[config.mk]
export PLATFORM = sky130hd
export DESIGN_NAME = arat_cell
export DESIGN_NICKNAME = d
export VERILOG_FILES = /design/src/sv/arat_pkg.sv /design/src/sv/arat_cell.sv
export SDC_FILE = /design/constraint.sdc
export NUM_CORES = 1
export LEC_CHECK = 0
export ABC_CLOCK_PERIOD_IN_PS = 27900
export BUFFER_PORTS_ARGS = -buffer_cell sky130_fd_sc_hd__buf_2
export CORE_AREA = 2 2 280 282
export CTS_BUF_LIST = sky130_fd_sc_hd__clkbuf_8
export DETAILED_ROUTE_END_ITERATION = 10
export DIE_AREA = 0 0 282 284
export SLEW_MARGIN = 10
export SYNTH_ARGS = -nofsm -noshare
export SYNTH_HDL_FRONTEND = slang
export SYNTH_SLANG_ARGS = --single-unit
[constraint.sdc]
create_clock -name clock -period 27.9 [get_ports clock]
set_clock_uncertainty 0.05 [all_clocks]
set_input_delay 0 -clock clock [delete_from_list [all_inputs] [get_ports clock]]
set_output_delay 0 -clock clock [all_outputs]
set_load 0.01 [all_outputs]
[src/sv/arat_pkg.sv]
// Shared constants and types for the address range translation table.
`default_nettype none
package arat_pkg;

   localparam int REGION_SLOTS = 16;
   localparam int ADDR_W       = 64;
   localparam int SLOT_W       = 4;
   localparam int OP_W         = 2;
   localparam int IDX_W        = (REGION_SLOTS > 1) ? $clog2(REGION_SLOTS) : 1;
   localparam int CNT_W        = $clog2(REGION_SLOTS + 1);
   localparam int RANGE_W      = (SLOT_W > CNT_W) ? SLOT_W : CNT_W;

   localparam logic [OP_W-1:0] OP_TRANSLATE = 2'd0;
   localparam logic [OP_W-1:0] OP_WRITE     = 2'd1;
   localparam logic [OP_W-1:0] OP_CLEAR     = 2'd2;

   typedef logic [ADDR_W-1:0] addr_type;
   typedef logic [SLOT_W-1:0] slot_type;
   typedef logic [IDX_W-1:0]  idx_type;

   // Table update broadcast to every cell.
   typedef struct packed {
      logic     write_en;
      logic     clear;
      slot_type slot;
      addr_type base;
      addr_type limit;
      addr_type target;
   } update_type;

   // Lookup travelling down the cell chain with the best candidate so far.
   typedef struct packed {
      logic     valid;
      addr_type addr;
      logic     found;
      addr_type base;
      addr_type limit;
      addr_type target;
   } sweep_type;

endpackage
`default_nettype wire

[src/sv/arat_cell.sv]
// One table slot that holds a region and refines a passing lookup.
`default_nettype none
module arat_cell
   import arat_pkg::*;
(
   input  wire        clock,
   input  wire        reset,
   input  idx_type    cell_index,
   input  update_type update,
   input  sweep_type  sweep_in,
   output sweep_type  sweep_out
);

   logic      valid_ff;
   addr_type  base_ff;
   addr_type  limit_ff;
   addr_type  target_ff;
   sweep_type sweep_ff;
   sweep_type sweep_in_w;
   logic      selected;
   logic      take;

   assign selected = update.write_en &&
                     (RANGE_W'(update.slot) == RANGE_W'(cell_index));

   always_ff @(posedge clock) begin
      if (reset) begin
         valid_ff <= 1'b0;
      end else if (update.clear) begin
         valid_ff <= 1'b0;
      end else if (selected) begin
         valid_ff <= (update.limit >= update.base);
      end
   end

   always_ff @(posedge clock) begin
      if (selected) begin
         base_ff   <= update.base;
         limit_ff  <= update.limit;
         target_ff <= update.target;
      end
   end

   // Later cells win ties, so an equal base replaces the candidate.
   assign take = valid_ff && (base_ff <= sweep_in.addr) &&
                 (!sweep_in.found || (base_ff >= sweep_in.base));

   always_comb begin
      sweep_in_w = sweep_in;
      if (take) begin
         sweep_in_w.found  = 1'b1;
         sweep_in_w.base   = base_ff;
         sweep_in_w.limit  = limit_ff;
         sweep_in_w.target = target_ff;
      end
   end

   always_ff @(posedge clock) begin
      if (reset) begin
         sweep_ff.valid <= 1'b0;
      end else begin
         sweep_ff.valid <= sweep_in.valid;
      end
   end

   always_ff @(posedge clock) begin
      sweep_ff.addr   <= sweep_in_w.addr;
      sweep_ff.found  <= sweep_in_w.found;
      sweep_ff.base   <= sweep_in_w.base;
      sweep_ff.limit  <= sweep_in_w.limit;
      sweep_ff.target <= sweep_in_w.target;
   end

   assign sweep_out = sweep_ff;

endmodule
`default_nettype wire

==> run metrics, run 1 <==
Clock Path Buffers=3; row cnt=just over 100; Die Wd=282 um; Setup Fix Bufs, Post-CTS=0; Seq/Total Area, Yosys=0.5730; Synth Instances=~1,400; cts repair resizes=0; first error=[ERROR RSZ-0060] Max buffer count reached.; IO Count=720; H-Tree Depth=3; Vert. Die Dim=284 um; Mapped Avg Cell Area=14.12 um^2; cell types occupying the most area after synthesis=edfxtp_1 (30%), dfxtp_1 (27%), mux2_4 (14%); Final GP Congestion=0.8095; post-synth top area share=0.3017; prevailing post-synth register cell=dfxtp_1; Mapped Nets=2,008; post-synth top area cell=edfxtp_1; Synth Register Bits=451; yosys synthesis warning count=0; Mapped Area=around 19,000 um^2; Yosys cell types=between 50 and 60; port bufs=719; clk sinks=~450; Num CTS Buffers=80; Post-CTS Hold Fix Bufs=approximately 650; CTS root buffer=clkbuf_8; Post-synth EDFFs=192; DP HPWL=52,040 um; starting density of the core=0.2483; async set-reset flop share out of synthesis=0; status=aborted with a tool error; Exit stage=clock tree synthesis (4_1_cts)
[per-stage QoR]
step                        util  area [um^2]  std cells  setup slack [ns]
after floorplan                -        19110       1354             8.005
after global placement    0.3077        23680       3100             22.38
after detailed placement  0.3077        23680       3100             22.25
[Yosys cell counts (all sizes together), types with 2 or more instances]
cell,count
edfxtp,192
a41oi,2
buf,21
nand3,18
o22ai,2
mux2,192
a221oi,3
nand2,40
o211ai,2
nor4,4
a22oi,2
nor3b,3
dfxtp,259
inv,195
nor2,20
or3,3
a21o,25
a2111oi,4
nor2b,4
o31ai,2
nor3,7
a21oi,64
o21ai,33
a211oi,12
ha,192
nand2b,3
nand4,27
and4,5
o21a,3
[kinds of logic after synthesis]
| family | after synthesis | share of synthesized area |
|---|---|---|
| compound gates | 161 | 0.05231 |
| flops | 451 | 0.5730 |
| buf+inv | 216 | 0.05964 |
| mux | 192 | 0.1485 |
| fa+ha+maj | 192 | 0.1257 |
| simple gates | 141 | 0.04046 |
| xor+xnor | 1 | 0.0004583 |
==> run 2, diff against run 1 <==
--- a/config.mk
+++ b/config.mk
@@ -8,9 +8,9 @@
 export ABC_CLOCK_PERIOD_IN_PS = 27900
 export BUFFER_PORTS_ARGS = -buffer_cell sky130_fd_sc_hd__buf_2
 export CORE_AREA = 2 2 280 282
-export CTS_BUF_LIST = sky130_fd_sc_hd__clkbuf_8
 export DETAILED_ROUTE_END_ITERATION = 10
 export DIE_AREA = 0 0 282 284
+export PLACE_DENSITY_LB_ADDON = 0.15
 export SLEW_MARGIN = 10
 export SYNTH_ARGS = -nofsm -noshare
 export SYNTH_HDL_FRONTEND = slang
==> run 2 against run 1 <==
  * Synthesized cell count did not move
  * Synthesized area unchanged
  * The run now ends clean
==> run metrics, run 2 <==
status=completed; Antenna Nets Post-Route=0; Post-synth EDFFs=192 (unchanged); crit share post-route=0.1810; CP dominant cell by count=buf_4; Die Wd=282 um (unchanged); Hold Startpoint=sweep_in[209]; final setup vio count=0; met2 Usage GRT=0.3104; drt drc=0; final total power=1.684 mW; Synth Instances=1,354 (unchanged); CP max-delay cell=buf_4; CTS root buffer=clkbuf_16; Mapped Avg Cell Area=14.12 um^2 (unchanged); min Tclk post-route=5.050 ns; most frequent cells in the layout=buf_2 (719), dlygate4sd3_1 (477), dfxtp_1 (259); final wirelength=~70,000 um; Rel. slew slack=0.2113; Setup Fix Bufs, Post-CTS=0 (unchanged); Final GP Congestion=0.7942 (-1.9%); top-count cell post-synth=dfxtp_1; Max VDD drop=0.04195 mV; Pleak=14.63 nW; starting density of the core=0.2483 (unchanged); max-cap violations=0; worst-path maximum fanout=55; placed cell count=3,098 (-0.065%); CTS tree=yes; Seq/Total Area, Yosys=0.5730 (unchanged); initial DRC count=478; DR WL/cell=18.71 um; Area growth syn-to-layout=58.69%; maximum clock rate=0.1980 GHz; grt peak-use layer=met2; Crit path largest cell delay=0.88 ns; IO Count=720 (unchanged); switch share=0.2350; Slew Viols, Final=0; async set-reset flop share out of synthesis=0 (unchanged); met1 Use GR=0.1798; Worst Tran Pin Value=1.183 ns; clk_lat worst skew=approximately 0.60 ns; layout cells sized above 1=0.3844; clk sinks=451 (unchanged); post-synth top area share=0.3017 (unchanged); port bufs=719 (unchanged); Num CTS Buffers=52 (-35%); NetSw=approximately 0.40 mW; cell types occupying the most area after synthesis=edfxtp_1 (30%), dfxtp_1 (27%), mux2_4 (14%); post-synth top area cell=edfxtp_1; Clock Path Buffers=3 (unchanged); worst path arrival time=5.47 ns; pin count of the biggest net entering global routing=136; DR vias/cell=4.030; clock transition at the registers of the reported paths=0.06 ns; NumNets Final=3,243; core area=76,960 um^2; power per cell area=55.51 nW/um^2; setup_tns=0 ns; die area=roughly 80,000 um^2; Vias=14,840; worst reg2reg startpoint=base_ff[35]; H-Tree Depth=2 (-1); vias in the first global route=between 15,000 and 20,000; CP cell instances=ha_1 > nand4_1 > nor4_2 > nand3_1 > or3_1 > o2111ai_1 > a2111oi_2 > o21ai_4 > buf_4 > buf_4 > mux2_4; WS Path Type=reg -> reg; combinational share of power=0.133; most common cell after layout, fill and taps aside=buf_2; Req. time, crit path=28.32 ns; TritonRoute pass-1 iters=6; Worst Hold Class=in -> reg; first-pass GRT wire length=approximately 100,000 um; Largest register FFs=258; initial antenna violation count=14; Int Power=1.288 mW; clock power share=0.433; Worst setup SP type=flop; unrepaired setup endpoints after global routing=false; DP HPWL=53,930 um (+3.6%); prevailing post-synth register cell=dfxtp_1; Seq pwr share=0.434; post-route non-filler standard cell count=3,683; final hold vios=0; Synth Register Bits=451 (unchanged); Critical path origin=base_ff[35]; Synth top cells by count=dfxtp_1 (259), inv_1 (195), edfxtp_1 (192), ha_1 (192), mux2_4 (180); Vert. Die Dim=284 um (unchanged); Yosys cell types=54 (unchanged); GRT Total Usage=0.1664; critical path capture point type=flop; yosys synthesis warning count=0 (unchanged); met3 GRT Util=0.04627; Mapped Area=19,110 um^2 (unchanged); grt total ovfl=0; row cnt=102 (unchanged); Mapped Nets=2,008 (unchanged)
-- run 2: routing by layer --
metal | wire [um] | vias up
met5 | 69 | -
met1 | 26730 | 6945
li1 | - | 7304
met4 | 1977 | 10
met3 | 4812 | 105
met2 | 35300 | 479
-- run 2: path summary, 6_finish.rpt --
path	slack, ns	end	depth (start not counted)
hold / removal	0.04	sweep_out[209]	2
hold reg to reg	0.40	sweep_out[99]	1
setup reg to reg	22.85	sweep_out[19]	11
setup / recovery	22.85	sweep_out[19]	11
-- run 2: per-stage QoR --
step           utilization  hold slack [ns]  setup slack, ns  area, um^2
2_1_floorplan            -         -0.02228            8.005       19110
3_3_place_gp        0.3077          0.07170            22.62       23680
3_5_place_dp        0.3077          0.07426            22.62       23680
4_1_cts             0.3938       0.00001127            22.60       30300
5_1_grt             0.3941         0.006862            22.44       30330
6_report            0.3941          0.04280            22.85       30330
-- run 2: logic make-up after synthesis --
logic type	Yosys count	synth area share
compound gates	161	0.05231
xor+xnor	1	0.0004583
simple gates	141	0.04046
fa+ha+maj	192	0.1257
mux	192	0.1485
flops	451	0.5730
buf+inv	216	0.05964
-- run 2: power groups by stage --
stage | Sequential, mW | Clock, mW | Combinational (mW)
6_report | 0.731 | 0.729 | 0.224
3_3_place_gp | 0.745 | 0 | 0.170
2_1_floorplan | 0.759 | 0 | 0.0693
5_1_grt | 0.734 | 0.780 | 0.247
3_5_place_dp | 0.745 | 0 | 0.171
4_1_cts | 0.731 | 0.753 | 0.228
-- run 2: timing repair --
item | in CTS | in global routing
hold buffers | 477 | 0
resized for setup | 0 | 0
endpoints found under the hold margin | 451 | 0
endpoints found under the setup margin | 0 | 0
-- run 2: critical path, delay by kind of cell, from the launching register on --
family,cells,cell delay (ns)
mux,1,0.35
buf+inv,2,1.36
compound gates,3,0.77
fa+ha+maj,1,0.34
flops,1,0.42
simple gates,4,1.49
-- run 2: layout make-up --
cell class	instances	area [um^2]
fillers	7495	46630
flip-flops and latches	451	10950
repair buffers	1202	8431
multi-input cells	687	7037
clock buffers	72	1499
well taps	1040	1301
inverters	195	732.0
clock inverters	26	354.1
diodes	10	25.02
No activity file was read; power rests on OpenSTA's default activity.
